[config.mk]
export PLATFORM = sky130hd
export DESIGN_NAME = positional_insert_delete_array_flat
export DESIGN_NICKNAME = d
export VERILOG_FILES = /design/src/hw/rtl/pida_pkg.sv /design/src/hw/rtl/pida_req_if.sv /design/src/hw/rtl/pida_rsp_if.sv /design/src/hw/rtl/positional_insert_delete_array.sv /design/src/hw/rtl/pida_cell.sv /design/src/flat_wrapper.sv
export SDC_FILE = /design/constraint.sdc
export NUM_CORES = 2
export LEC_CHECK = 0
export BUFFER_PORTS_ARGS = -buffer_cell sky130_fd_sc_hd__buf_4
export CAP_MARGIN = 30
export CORE_MARGIN = 2
export CORE_UTILIZATION = 53
export CTS_BUF_LIST = sky130_fd_sc_hd__clkbuf_4 sky130_fd_sc_hd__clkbuf_8
export DETAILED_ROUTE_END_ITERATION = 7
export PLACE_DENSITY = 0.66
export SYNTH_ARGS = -nofsm -noshare
export SYNTH_HDL_FRONTEND = slang
export SYNTH_SLANG_ARGS = --single-unit
export TNS_END_PERCENT = 20
[constraint.sdc]
create_clock -name clk -period 7.1 [get_ports clk]
set_input_delay 0 -clock clk [delete_from_list [all_inputs] [get_ports clk]]
set_output_delay 0 -clock clk [all_outputs]
set_load 0.02 [all_outputs]
[src/hw/rtl/pida_pkg.sv]
// ----------------------------------------------------------------------------
// pida_pkg
// Types and codes shared by the positional insert/delete list.
// ----------------------------------------------------------------------------
package pida_pkg;

  // Wide enough for positions and counts of any list depth up to 64.
  localparam int POS_W = 7;

  typedef enum logic [2:0] {
    CMD_INSERT  = 3'd0,
    CMD_DELETE  = 3'd1,
    CMD_PUSH    = 3'd2,
    CMD_POP     = 3'd3,
    CMD_DISPLAY = 3'd4
  } cmd_t;

  typedef enum logic [1:0] {
    ST_OK    = 2'd0,
    ST_RANGE = 2'd1,
    ST_FULL  = 2'd2,
    ST_EMPTY = 2'd3
  } status_t;

  typedef enum logic [1:0] {
    OP_HOLD,
    OP_INSERT,
    OP_DELETE,
    OP_ROTATE
  } cell_op_t;

  typedef enum logic {
    FSM_IDLE,
    FSM_SHOW
  } fsm_t;

  typedef struct packed {
    logic [2:0]         command;
    logic [4:0]         index;
    logic signed [31:0] value;
  } req_t;

  typedef struct packed {
    logic [1:0]         status;
    logic signed [31:0] element;
    logic [4:0]         count_now;
    logic               last;
  } rsp_t;

  // Broadcast from the controller to every cell of the chain.
  typedef struct packed {
    cell_op_t           op;
    logic [POS_W-1:0]   idx;
    logic [POS_W-1:0]   cnt;
    logic signed [31:0] value;
  } cell_ctrl_t;

endpackage

[src/hw/rtl/pida_req_if.sv]
// ----------------------------------------------------------------------------
// pida_req_if
// Valid/ready channel carrying one command to the list.
// ----------------------------------------------------------------------------
interface pida_req_if;
  import pida_pkg::*;

  logic valid;
  logic ready;
  req_t data;

  modport source (output valid, output data, input ready);
  modport sink (input valid, input data, output ready);

endinterface

[src/hw/rtl/pida_rsp_if.sv]
// ----------------------------------------------------------------------------
// pida_rsp_if
// Valid/ready channel carrying one result from the list.
// ----------------------------------------------------------------------------
interface pida_rsp_if;
  import pida_pkg::*;

  logic valid;
  logic ready;
  rsp_t data;

  modport source (output valid, output data, input ready);
  modport sink (input valid, input data, output ready);

endinterface

[src/hw/rtl/positional_insert_delete_array.sv]
// ----------------------------------------------------------------------------
// positional_insert_delete_array
// Ordered list of signed 32-bit values with insert, delete, push, pop and
// display commands.
//
// Insert, delete, push and pop each give one result transfer: the cells that
// the edit covers all take their new values in the same clock, so the
// command is accepted, the list is edited and the result is registered at
// one edge, and the next command can follow in the next cycle if that result is taken.
// Display of a list of N entries gives N results: after the command is taken,
// one result transfer per cycle while the receiver takes them, set by
// the single read point at the head of the chain: the chain rotates by one
// place per result and is back in its original order when the last result is
// loaded. No new command is accepted during a display. A display of an empty
// list gives one result with status empty. Rejected commands
// leave the list untouched. The cells hold no reset value; the count is
// cleared by reset.
// ----------------------------------------------------------------------------
module positional_insert_delete_array #(
  parameter int DEPTH = 16
) (
  input  logic        clk,
  input  logic        rst,
  pida_req_if.sink    request,
  pida_rsp_if.source  response
);
  import pida_pkg::*;

  localparam int CW = $clog2(DEPTH + 1);
  localparam logic [CW-1:0] COUNT_FULL = CW'(DEPTH);
  localparam logic [CW-1:0] COUNT_ONE  = CW'(1);

  // Control state.
  fsm_t          state, state_next;
  logic [CW-1:0] count, count_next;
  logic [CW-1:0] rem, rem_next;
  logic          out_valid, out_valid_next;

  // Result register.
  rsp_t          out_data;

  logic          slot_free;
  logic          accept;
  logic          load;
  logic [1:0]    ld_status;
  logic signed [31:0] ld_elem;
  logic          ld_last;

  cell_ctrl_t    ctrl;
  logic signed [31:0] cell_data [DEPTH];

  // The result register may be refilled in the cycle its content is taken.
  assign slot_free     = !out_valid || response.ready;
  assign request.ready = (state == FSM_IDLE) && slot_free;
  assign accept        = request.valid && request.ready;

  assign response.valid = out_valid;
  assign response.data  = out_data;

  // --------------------------------------------------------------------------
  // Chain of cells. Each cell sees its left neighbour (for insert), its right
  // neighbour (for delete and rotate) and the head cell (for the wrap).
  // --------------------------------------------------------------------------
  for (genvar g = 0; g < DEPTH; g++) begin : g_cell
    logic signed [31:0] prev_w;
    logic signed [31:0] next_w;

    if (g == 0) begin : g_first
      assign prev_w = request.data.value;
    end else begin : g_mid
      assign prev_w = cell_data[g-1];
    end

    if (g == DEPTH - 1) begin : g_tail
      assign next_w = '0;
    end else begin : g_body
      assign next_w = cell_data[g+1];
    end

    pida_cell #(
      .POS (g)
    ) u_cell (
      .clk       (clk),
      .ctrl      (ctrl),
      .prev_data (prev_w),
      .next_data (next_w),
      .wrap_data (cell_data[0]),
      .data      (cell_data[g])
    );
  end

  // --------------------------------------------------------------------------
  // Command decode, status checks and display sequencing.
  // --------------------------------------------------------------------------
  always_comb begin
    state_next = state;
    count_next = count;
    rem_next   = rem;
    load       = 1'b0;
    ld_status  = ST_OK;
    ld_elem    = '0;
    ld_last    = 1'b1;
    ctrl.op    = OP_HOLD;
    ctrl.idx   = POS_W'(request.data.index);
    ctrl.cnt   = POS_W'(count);
    ctrl.value = request.data.value;

    unique case (state)
      FSM_IDLE: begin
        if (accept) begin
          load = 1'b1;
          unique case (request.data.command)
            CMD_INSERT: begin
              // The index is checked before fullness.
              if (POS_W'(request.data.index) > POS_W'(count)) begin
                ld_status = ST_RANGE;
              end else if (count == COUNT_FULL) begin
                ld_status = ST_FULL;
              end else begin
                ctrl.op    = OP_INSERT;
                count_next = count + COUNT_ONE;
              end
            end
            CMD_DELETE: begin
              // An empty list is reported before a bad index.
              if (count == '0) begin
                ld_status = ST_EMPTY;
              end else if (POS_W'(request.data.index) >= POS_W'(count)) begin
                ld_status = ST_RANGE;
              end else begin
                ctrl.op    = OP_DELETE;
                count_next = count - COUNT_ONE;
              end
            end
            CMD_PUSH: begin
              if (count == COUNT_FULL) begin
                ld_status = ST_FULL;
              end else begin
                ctrl.op    = OP_INSERT;
                ctrl.idx   = POS_W'(count);
                count_next = count + COUNT_ONE;
              end
            end
            CMD_POP: begin
              if (count == '0) begin
                ld_status = ST_EMPTY;
              end else begin
                count_next = count - COUNT_ONE;
              end
            end
            CMD_DISPLAY: begin
              if (count == '0) begin
                ld_status = ST_EMPTY;
              end else begin
                // Results come from the head cell in the following cycles.
                load       = 1'b0;
                rem_next   = count;
                state_next = FSM_SHOW;
              end
            end
            default: begin
              ld_status = ST_RANGE;
            end
          endcase
        end
      end
      FSM_SHOW: begin
        if (slot_free) begin
          load     = 1'b1;
          ld_elem  = cell_data[0];
          ld_last  = (rem == COUNT_ONE);
          ctrl.op  = OP_ROTATE;
          rem_next = rem - COUNT_ONE;
          if (rem == COUNT_ONE) begin
            state_next = FSM_IDLE;
          end
        end
      end
      default: begin
        state_next = FSM_IDLE;
      end
    endcase

    if (load) begin
      out_valid_next = 1'b1;
    end else if (response.ready) begin
      out_valid_next = 1'b0;
    end else begin
      out_valid_next = out_valid;
    end
  end

  always_ff @(posedge clk) begin
    if (rst) begin
      state     <= FSM_IDLE;
      count     <= '0;
      rem       <= '0;
      out_valid <= 1'b0;
    end else begin
      state     <= state_next;
      count     <= count_next;
      rem       <= rem_next;
      out_valid <= out_valid_next;
    end
  end

  always_ff @(posedge clk) begin
    if (load) begin
      out_data.status    <= ld_status;
      out_data.element   <= ld_elem;
      out_data.count_now <= 5'(count_next);
      out_data.last      <= ld_last;
    end
  end

  // --------------------------------------------------------------------------
  // Assertions.
  // --------------------------------------------------------------------------
  a_count_bound : assert property (@(posedge clk) disable iff (rst)
    count <= COUNT_FULL)
    else $error("entry count exceeds list depth");

  a_show_blocks : assert property (@(posedge clk) disable iff (rst)
    state == FSM_SHOW |-> !request.ready)
    else $error("command accepted during display");

  a_count_stable : assert property (@(posedge clk) disable iff (rst)
    state == FSM_SHOW |=> count == $past(count))
    else $error("count changed during display");

  a_mid_result : assert property (@(posedge clk) disable iff (rst)
    response.valid && !response.data.last |-> state == FSM_SHOW)
    else $error("non-final result outside display");

  a_rem_nonzero : assert property (@(posedge clk) disable iff (rst)
    state == FSM_SHOW |-> rem != '0)
    else $error("display running with nothing left to show");

endmodule

[src/hw/rtl/pida_cell.sv]
// ----------------------------------------------------------------------------
// pida_cell
// One list entry; takes its neighbour's value when the chain shifts.
// ----------------------------------------------------------------------------
module pida_cell #(
  parameter int POS = 0
) (
  input  logic                clk,
  input  pida_pkg::cell_ctrl_t ctrl,
  input  logic signed [31:0]  prev_data,
  input  logic signed [31:0]  next_data,
  input  logic signed [31:0]  wrap_data,
  output logic signed [31:0]  data
);
  import pida_pkg::*;

  localparam logic [POS_W-1:0] MY_POS    = POS_W'(POS);
  localparam logic [POS_W-1:0] MY_POS_P1 = POS_W'(POS + 1);

  logic signed [31:0] data_next;

  always_comb begin
    data_next = data;
    unique case (ctrl.op)
      OP_INSERT: begin
        if (MY_POS == ctrl.idx) begin
          data_next = ctrl.value;
        end else if (MY_POS > ctrl.idx && MY_POS <= ctrl.cnt) begin
          data_next = prev_data;
        end
      end
      OP_DELETE: begin
        if (MY_POS >= ctrl.idx && MY_POS_P1 < ctrl.cnt) begin
          data_next = next_data;
        end
      end
      OP_ROTATE: begin
        // The head entry wraps round to the tail of the occupied part.
        if (MY_POS_P1 < ctrl.cnt) begin
          data_next = next_data;
        end else if (MY_POS_P1 == ctrl.cnt) begin
          data_next = wrap_data;
        end
      end
      default: begin
        data_next = data;
      end
    endcase
  end

  always_ff @(posedge clk) begin
    data <= data_next;
  end

endmodule

[src/flat_wrapper.sv]
// flat-port wrapper written by rule: the top's interface ports become plain ports
module positional_insert_delete_array_flat import pida_pkg::*;
#(
  parameter int DEPTH = 16
)
  (clk, rst, request_valid, request_data, request_ready, response_valid, response_data, response_ready);
  pida_req_if request_i ();
  pida_rsp_if response_i ();
  input  logic clk;
  input  logic rst;
  input wire logic [$bits(request_i.valid)-1:0] request_valid;
  input wire logic [$bits(request_i.data)-1:0] request_data;
  output wire logic [$bits(request_i.ready)-1:0] request_ready;
  output wire logic [$bits(response_i.valid)-1:0] response_valid;
  output wire logic [$bits(response_i.data)-1:0] response_data;
  input wire logic [$bits(response_i.ready)-1:0] response_ready;
  assign request_i.valid = request_valid;
  assign request_i.data = request_data;
  assign request_ready = request_i.ready;
  assign response_valid = response_i.valid;
  assign response_data = response_i.data;
  assign response_i.ready = response_ready;
  positional_insert_delete_array #(.DEPTH(DEPTH)) u_core (.clk(clk), .rst(rst), .request(request_i), .response(response_i));
endmodule
# --- Yosys cells after proc, flatten, opt, wreduce, memory -nomap -nowiden ---
# Index checks and enable logic that the tools add are counted.
totals:
  ff_bits: 564
  input_bits: 44
  output_inout_bits: 42
  elab_cells: 385
classes:
  add_sub_neg: 3
  magnitude_cmp: 66
  eq_ne: 91
  muxes: 138
  bitwise: 2
  n_reduce_logical: 61
ops:
  columns: ["op", "n"]
  rows:
  - ["32-bit 2-to-1 mux", 79]
  - ["32-bit case mux with 3 select lines", 16]
  - ["3-bit inequality test, second input constant", 31]
  - ["4-bit AND reduction", 17]
  - ["4-bit by 7-bit equality test with 1-bit output, first input constant", 8]
  - ["4-bit by 7-bit >= comparator with 1-bit output, first input constant", 8]
  - ["4-bit by 7-bit > comparator with 1-bit output, first input constant", 8]
  - ["5-bit 2-to-1 mux", 11]
  - ["4-bit by 5-bit equality test with 1-bit output, first input constant", 8]
  - ["4-bit by 5-bit <= comparator with 1-bit output, first input constant", 8]
  - ["4-bit by 5-bit less-than comparator with 1-bit output, first input constant", 8]
  - ["2-bit inequality test, second input constant", 20]
  - ["1-bit logical AND", 34]
  - ["3-bit by 7-bit equality test with 1-bit output, first input constant", 4]
  - ["3-bit by 7-bit >= comparator with 1-bit output, first input constant", 4]
  - ["3-bit by 7-bit > comparator with 1-bit output, first input constant", 4]
  - ["3-bit by 5-bit equality test with 1-bit output, first input constant", 4]
  - ["3-bit by 5-bit <= comparator with 1-bit output, first input constant", 4]
  - ["3-bit by 5-bit less-than comparator with 1-bit output, first input constant", 4]
  - ["5-bit case mux with 4 select lines", 1]
  - ["2-bit 2-to-1 mux", 8]
  - ["2-bit by 7-bit equality test with 1-bit output, first input constant", 2]
  - ["1-bit by 7-bit >= comparator with 1-bit output, first input constant", 2]
  - ["2-bit by 7-bit >= comparator with 1-bit output, first input constant", 2]
  - ["41 further kinds", 66]

# --- Depth between registers and ports, before layout ---
logic_depth:
  depth_word: 11
  mapped_depth: 14
  depth_no_buf: 8

# --- Hierarchy ---
# A second synthesis with hierarchy kept.
unflattened:
  cells_unflattened: 2877
  hier_area_um2: 36633.9
modules_own_cells:
  columns: ["module", "n_inst", "cells_each", "area_each_um2", "seq_area_each_um2"]
  rows:
  - ["pida_cell (u_core.g_cell[11].u_cell ...)", 2, 153, 2108.3, 960.9]
  - ["positional_insert_delete_array", 1, 255, 2752.6, 1441.4]
  - ["pida_cell (u_core.g_cell[5].u_cell)", 1, 315, 2702.6, 960.9]
  - ["pida_cell (u_core.g_cell[10].u_cell)", 1, 156, 2159.6, 960.9]
  - ["pida_cell (u_core.g_cell[9].u_cell)", 1, 158, 2159.6, 960.9]
  - ["pida_cell (u_core.g_cell[13].u_cell)", 1, 153, 2135.8, 960.9]
  - ["pida_cell (u_core.g_cell[15].u_cell)", 1, 151, 2125.8, 960.9]
  - ["pida_cell (u_core.g_cell[7].u_cell)", 1, 154, 2125.8, 960.9]
  - ["pida_cell (u_core.g_cell[4].u_cell)", 1, 152, 2124.5, 960.9]
  - ["pida_cell (u_core.g_cell[3].u_cell)", 1, 153, 2105.8, 960.9]
  - ["pida_cell (u_core.g_cell[1].u_cell)", 1, 152, 2102.0, 960.9]
  - ["pida_cell (u_core.g_cell[12].u_cell)", 1, 154, 2098.3, 960.9]
  - ["pida_cell (u_core.g_cell[2].u_cell)", 1, 151, 2080.7, 960.9]
  - ["pida_cell (u_core.g_cell[0].u_cell)", 1, 186, 2038.2, 960.9]
  - ["2 more rows", null, null, null, null]

# --- Worst setup path after synthesis ---
# Ideal clock, no wire load.
synth_path:
  path_type: "register to register"
  startpoint: "register u_core.count[2]"
  endpoint: "register u_core.g_cell[2].u_cell.data[0] (enable)"
  setup_time_ns: 0.511
  t_arrival_ns: 5.852
  required_time_ns: 6.589
  setup_slack_ns: 0.738
  stages_incl_launch_ff: 11
  path_buffers: 3
  synth_period_minus_slack_ns: 6.362
  cell_sequence: "dfxtp_1 -> clkbuf_1 -> inv_1 -> buf_2 -> ha_1 -> and3_1 -> a31o_2 -> o41ai_2 -> buf_2 -> a21oi_2 -> o41ai_1"
synth_via:
  elab_chain_cells: 9
  elab_cells_between_ends: 30
  cone_classes: "order compare (6); eq/ne (9); mux (10); reduce/logical (5)"
synth_rtl:
  columns: ["item", "line", "text"]
  rows:
  - ["from (decl)", "positional_insert_delete_array.sv:35", "logic [CW-1:0] count, count_next;"]
  - ["from (signal assigned)", "positional_insert_delete_array.sv:201", "count <= count_next;"]
  - ["5-bit >= comparator / 5-bit equality test (equally long branches)", "positional_insert_delete_array.sv:128, positional_insert_delete_array.sv:117, positional_insert_delete_array.sv:136", null]
  - ["2-bit 2-to-1 mux (tied with other cells)", "positional_insert_delete_array.sv:128", "end else if (POS_W'(request.data.index) >= POS_W'(count)) begin"]
  - ["2-bit 2-to-1 mux (tied with other cells)", "positional_insert_delete_array.sv:126", "if (count == '0) begin"]
  - ["2-bit case mux with 3 select lines / 9-bit 2-to-1 mux (equally long branches)", "positional_insert_delete_array.sv:112, positional_insert_delete_array.sv:110", null]
  - ["9-bit 2-to-1 mux / 7-bit 2-to-1 mux (equally long branches)", "positional_insert_delete_array.sv:110, positional_insert_delete_array.sv:108", null]
  - ["2-bit case mux with 2 select lines (tied with other cells)", "positional_insert_delete_array.sv:108", "unique case (state)"]
  - ["2-bit equality test (tied with other cells)", "pida_cell.sv:24", "unique case (ctrl.op)"]
  - ["3-bit inequality test (no line) (tied with other cells)", null, null]
  - ["4-bit AND reduction (no line) *", null, null]
  - ["to (signal assigned)", "pida_cell.sv:52", "data <= data_next;"]
  - ["to (decl)", "pida_cell.sv:13", "output logic signed [31:0] data"]
# Every way passes the cells marked *; elsewhere a longest branch is shown, timed or not.
# A chain may end at the register's enable or synchronous reset.

# --- Worst setup path in the final report ---
layout_path:
  startpoint: "register u_core.count[1]"
  endpoint: "register u_core.g_cell[6].u_cell.data[21] (enable)"
layout_via:
  elab_chain_cells: 9
  elab_cells_between_ends: 30
  cone_classes: "order compare (6); eq/ne (9); mux (10); reduce/logical (5)"
layout_rtl:
  columns: ["item", "line"]
  rows:
  - ["5-bit >= comparator / 5-bit equality test (equally long branches)", "positional_insert_delete_array.sv:128, positional_insert_delete_array.sv:117, positional_insert_delete_array.sv:136"]
  - ["2-bit 2-to-1 mux (tied with other cells)", "positional_insert_delete_array.sv:128"]
  - ["2-bit 2-to-1 mux (tied with other cells)", "positional_insert_delete_array.sv:126"]
  - ["2-bit case mux with 3 select lines / 9-bit 2-to-1 mux (equally long branches)", "positional_insert_delete_array.sv:112, positional_insert_delete_array.sv:110"]
  - ["9-bit 2-to-1 mux / 7-bit 2-to-1 mux (equally long branches)", "positional_insert_delete_array.sv:110, positional_insert_delete_array.sv:108"]
  - ["2-bit case mux with 2 select lines (tied with other cells)", "positional_insert_delete_array.sv:108"]
  - ["2-bit equality test (tied with other cells)", "pida_cell.sv:24"]
  - ["3-bit inequality test (no line) (tied with other cells)", null]
  - ["4-bit AND reduction (no line) *", null]
  - ["to (signal assigned)", "pida_cell.sv:52"]
  - ["to (decl)", "pida_cell.sv:13"]
# Marks and branches as above.

==> flow_metrics.py <==
metrics = {
    "status": {
        "status": "finished, final reports clean",
    },
    "power_and_ir_drop": {
        "pwr-share-clk_pct": 40.6,
        "pwr-share-seq_pct": 52.4,
        "vdd_ir_drop_max_mv": 0.165,
        "p_sw_mw": 1.79,
        "p_per_area_nw_per_um2": 208,
        "p_int_mw": 5.35,
        "swShare_pct": 25.1,
        "p_comb_share_pct": 7.0,
        "fin_total_pwr_mw": 7.14,
        "power_leakage_nw": 11.4,
    },
    "grt": {
        "grtUsageTotal_pct": 37.4,
        "grt_pass1_vias": 26100,
        "antenna_found_initial": 2,
        "grt_max_degree": 81,
        "grt_remaining_overflow": 0,
        "grt_pass1_wl_um": 168000,
    },
    "timing": {
        "min_period_ns": 5.29,
        "worst_pin_slew_ns": 1.10,
        "fmax_ghz": 0.189,
        "setup_viol": 0,
        "whs_ns": 0.0754,
        "fin_ws_ns": 1.81,
        "period_share_pct": 74.5,
        "rsz0062_at_grt": "false",
        "maxSlewViolCount": 0,
        "clock_skew_ns": 0.0303,
        "tns_ns": 0,
        "slew_headroom_pct": 26.2,
        "final_hold_viol_count": 0,
    },
    "clock_tree": {
        "clockBufferDepth": 3,
        "cts_root_buffer": "clkbuf_8",
        "htreeDepth": 3,
        "clk_latency_ns": 0.72,
        "cts_buffers": 97,
        "post_cts_buffers": 0,
        "cts_tree": "done",
        "clkTransAtPathRegs_ns": 0.06,
        "holdBufCountCts": 43,
        "cts.repair.resized": 0,
        "clock-sinks": 564,
    },
    "logic_synthesis": {
        "synthCells": 2826,
        "yosysWarnings": 0,
        "ys_seq_area_share_pct": 54.6,
        "ys_async_sr_fraction_pct": 0,
        "synth_fp_nets": 2882,
        "synth.cell_area_um2": 30800,
        "ys.flop_type": "edfxtp_1",
        "syn_area_per_cell_um2": 10.9,
        "synth_edf_count": 552,
        "synth.distinct_cells": 84,
        "synth_seq_cells": 564,
    },
    "worst_setup_path": {
        "required_ns": 7.47,
        "crit_chain": "inv_1 > ha_1 > nand4bb_1 > nand4_2 > a22oi_2 > nand4_1 > buf_4 > a21boi_0 > o22ai_4 > buf_4",
        "crit_path_max_incr_delay_ns": 0.75,
        "r2r-end": "u_core.g_cell[6].u_cell.data[21]",
        "rrSetupSlack_ns": 1.81,
        "cp_common_cell": "buf_4",
        "worstSetupPathType": "flop to flop",
        "crit_fanout": 65,
        "r2r-start": "u_core.count[1]",
        "cp_slowest_cell": "a22oi_2",
        "cp.arrival_ns": 5.66,
        "end_kind": "flop",
        "r2r_cells": 10,
        "crit_path_start_kind": "flop",
    },
    "detailed_routing": {
        "vias_per_cell": 7.49,
        "ant_nets": 0,
        "wl_per_cell_um": 31.6,
        "totalWireLength_um": 114000,
        "drc_errors": 0,
        "vias": 27100,
        "firstDrtPassIters": 8,
        "drt_iter0_markers": 4559,
    },
    "floorplanning": {
        "start_util_pct": 53.5,
        "die_h_um": 245,
        "design.core.area_um2": 57600,
        "rows": 88,
        "dieArea_um2": 60100,
        "die_w_um": 245,
        "pin_count": 86,
    },
    "min_path": {
        "hold_path_class": "input port to flop",
        "holdCritStartpoint": "response_ready",
        "min_to": "u_core.response.valid",
        "hold_path_depth": 4,
    },
    "cells_and_area": {
        "post-route-util_pct": 59.7,
        "final_common_cell": "edfxtp_1",
        "nNetsFinal": 2828,
        "area_growth_pct": 11.7,
        "layout_common_cells": "edfxtp_1, a22oi_1, nand3_1",
        "layout-drive-gt1-share_pct": 14.1,
    },
    "placement": {
        "routabilityCongestion": 0.917,
        "portBuffers": 85,
        "dp_slack_ns": 1.95,
        "dp_hpwl_um": 66100,
    },
    "flow_run": {
        "maxCapViolCount": 0,
    },
}
[worst max-delay path by stage]
stage / end / start / depth (start not counted) / slack [ns]
floorplan: u_core.g_cell[2].u_cell.data[0] / u_core.count[2] / 10 / 0.74
global placement: u_core.g_cell[6].u_cell.data[14] / u_core.count[1] / 10 / 2.05
detailed placement: u_core.g_cell[6].u_cell.data[14] / u_core.count[1] / 10 / 1.95
CTS: u_core.g_cell[6].u_cell.data[31] / u_core.count[1] / 10 / 1.90
global route: u_core.g_cell[6].u_cell.data[23] / u_core.count[1] / 10 / 1.53
finish: u_core.g_cell[6].u_cell.data[21] / u_core.count[1] / 10 / 1.81
[synthesized netlist by cell type (3+ instances only)]
library cell / count / share of area [%]
buf_1: 50 / 0.61
buf_4: 10 / 0.24
a22oi_1: 416 / 10
a21oi_1: 36 / 0.59
nand2b_1: 4 / 0.081
and2_1: 36 / 0.73
a22o_1: 3 / 0.085
a211o_1: 3 / 0.085
and3_1: 39 / 0.79
o31ai_1: 3 / 0.073
nand4_1: 10 / 0.20
a21o_1: 6 / 0.15
dfxtp_1: 12 / 0.78
o311ai_0: 3 / 0.085
or3_1: 3 / 0.061
buf_6: 6 / 0.22
nor4_1: 4 / 0.081
buf_2: 89 / 1.4
inv_1: 14 / 0.17
nand4_2: 5 / 0.20
nor2_1: 41 / 0.50
ha_1: 12 / 0.49
a221o_1: 34 / 1.1
edfxtp_1: 552 / 54
mux2i_1: 70 / 2.3
nor3_1: 7 / 0.11
a31oi_1: 7 / 0.14
clkbuf_1: 211 / 2.6
a31o_2: 3 / 0.085
o22ai_1: 5 / 0.10
o21ai_0: 45 / 0.73
o211ai_1: 384 / 9.4
o21ai_1: 54 / 0.88
nand3_1: 397 / 6.5
nand2_1: 187 / 2.3
nor3b_1: 3 / 0.073
[worst max-delay path: cells and delay by family (launching register included)]
kind                     cells  cell delay, ns
AO/OA/AOI/OAI                3            1.64
adder cells (fa/ha/maj)      1            0.33
AND/OR/NAND/NOR              3            1.13
buffers and inverters        3            1.11
flip-flops                   1            0.70
[sequential cells by signal, indices dropped and copies added, names as in the netlist]
signal	flops
u_core.g_cell.u_cell.data	512
u_core.response.data	40
u_core.count	5
u_core.rem	5
u_core.response.valid	1
u_core.state	1
[through the flow]
| stage | cells | instance area (um^2) |
|---|---|---|
| global placement | 3382 | 31900 |
| floorplan | 2826 | 30800 |
| global route | 3616 | 34400 |
| CTS | 3612 | 34300 |
| finish | 3616 | 34400 |
| detailed placement | 3392 | 32100 |
[final cells by class]
cell class	instances	area, um^2
Multi-Input combinational cell	1882	12800
Clock inverter	42	198
Sequential cell	564	16800
Fill cell	4756	23200
Clock buffer	135	1630
Tap cell	765	957
Timing Repair Buffer	213	1920
Antenna cell	1	2.50
Inverter	14	52.6
[layer usage]
layer,global-route usage [%],up-vias,part of all wire [%]
met5,0,-,0
met4,16.9,0,4.0
met3,7.66,296,12
met2,55.2,2281,44
met1,53.1,13200,40
li1,-,11300,-
[power by group through the flow]
stage          Sequential [mW]  Combinational (mW)  Clock (mW)
2_1_floorplan             3.82               0.269           0
3_3_place_gp              3.81               0.457           0
3_5_place_dp              3.81               0.468           0
4_1_cts                   3.74               0.486        2.91
5_1_grt                   3.74               0.529        3.04
6_report                  3.74               0.500        2.90
[kinds of logic (layout without fill, tap and decap cells)]
family / count (synthesis) / count (layout) / share of synthesized area, %
and+or+nand+nor: 758 / 758 / 12.3
muxes: 75 / 75 / 2.54
AOI/OAI and AO/OA: 1036 / 1036 / 24.7
other: 0 / 1 / 0
buffers and inverters: 380 / 404 / 5.26
adders and majority gates: 12 / 12 / 0.487
DFF: 564 / 564 / 54.6
xor gates and xnor gates: 1 / 1 / 0.0284
Note: power is estimated with default switching activity, not from simulation.
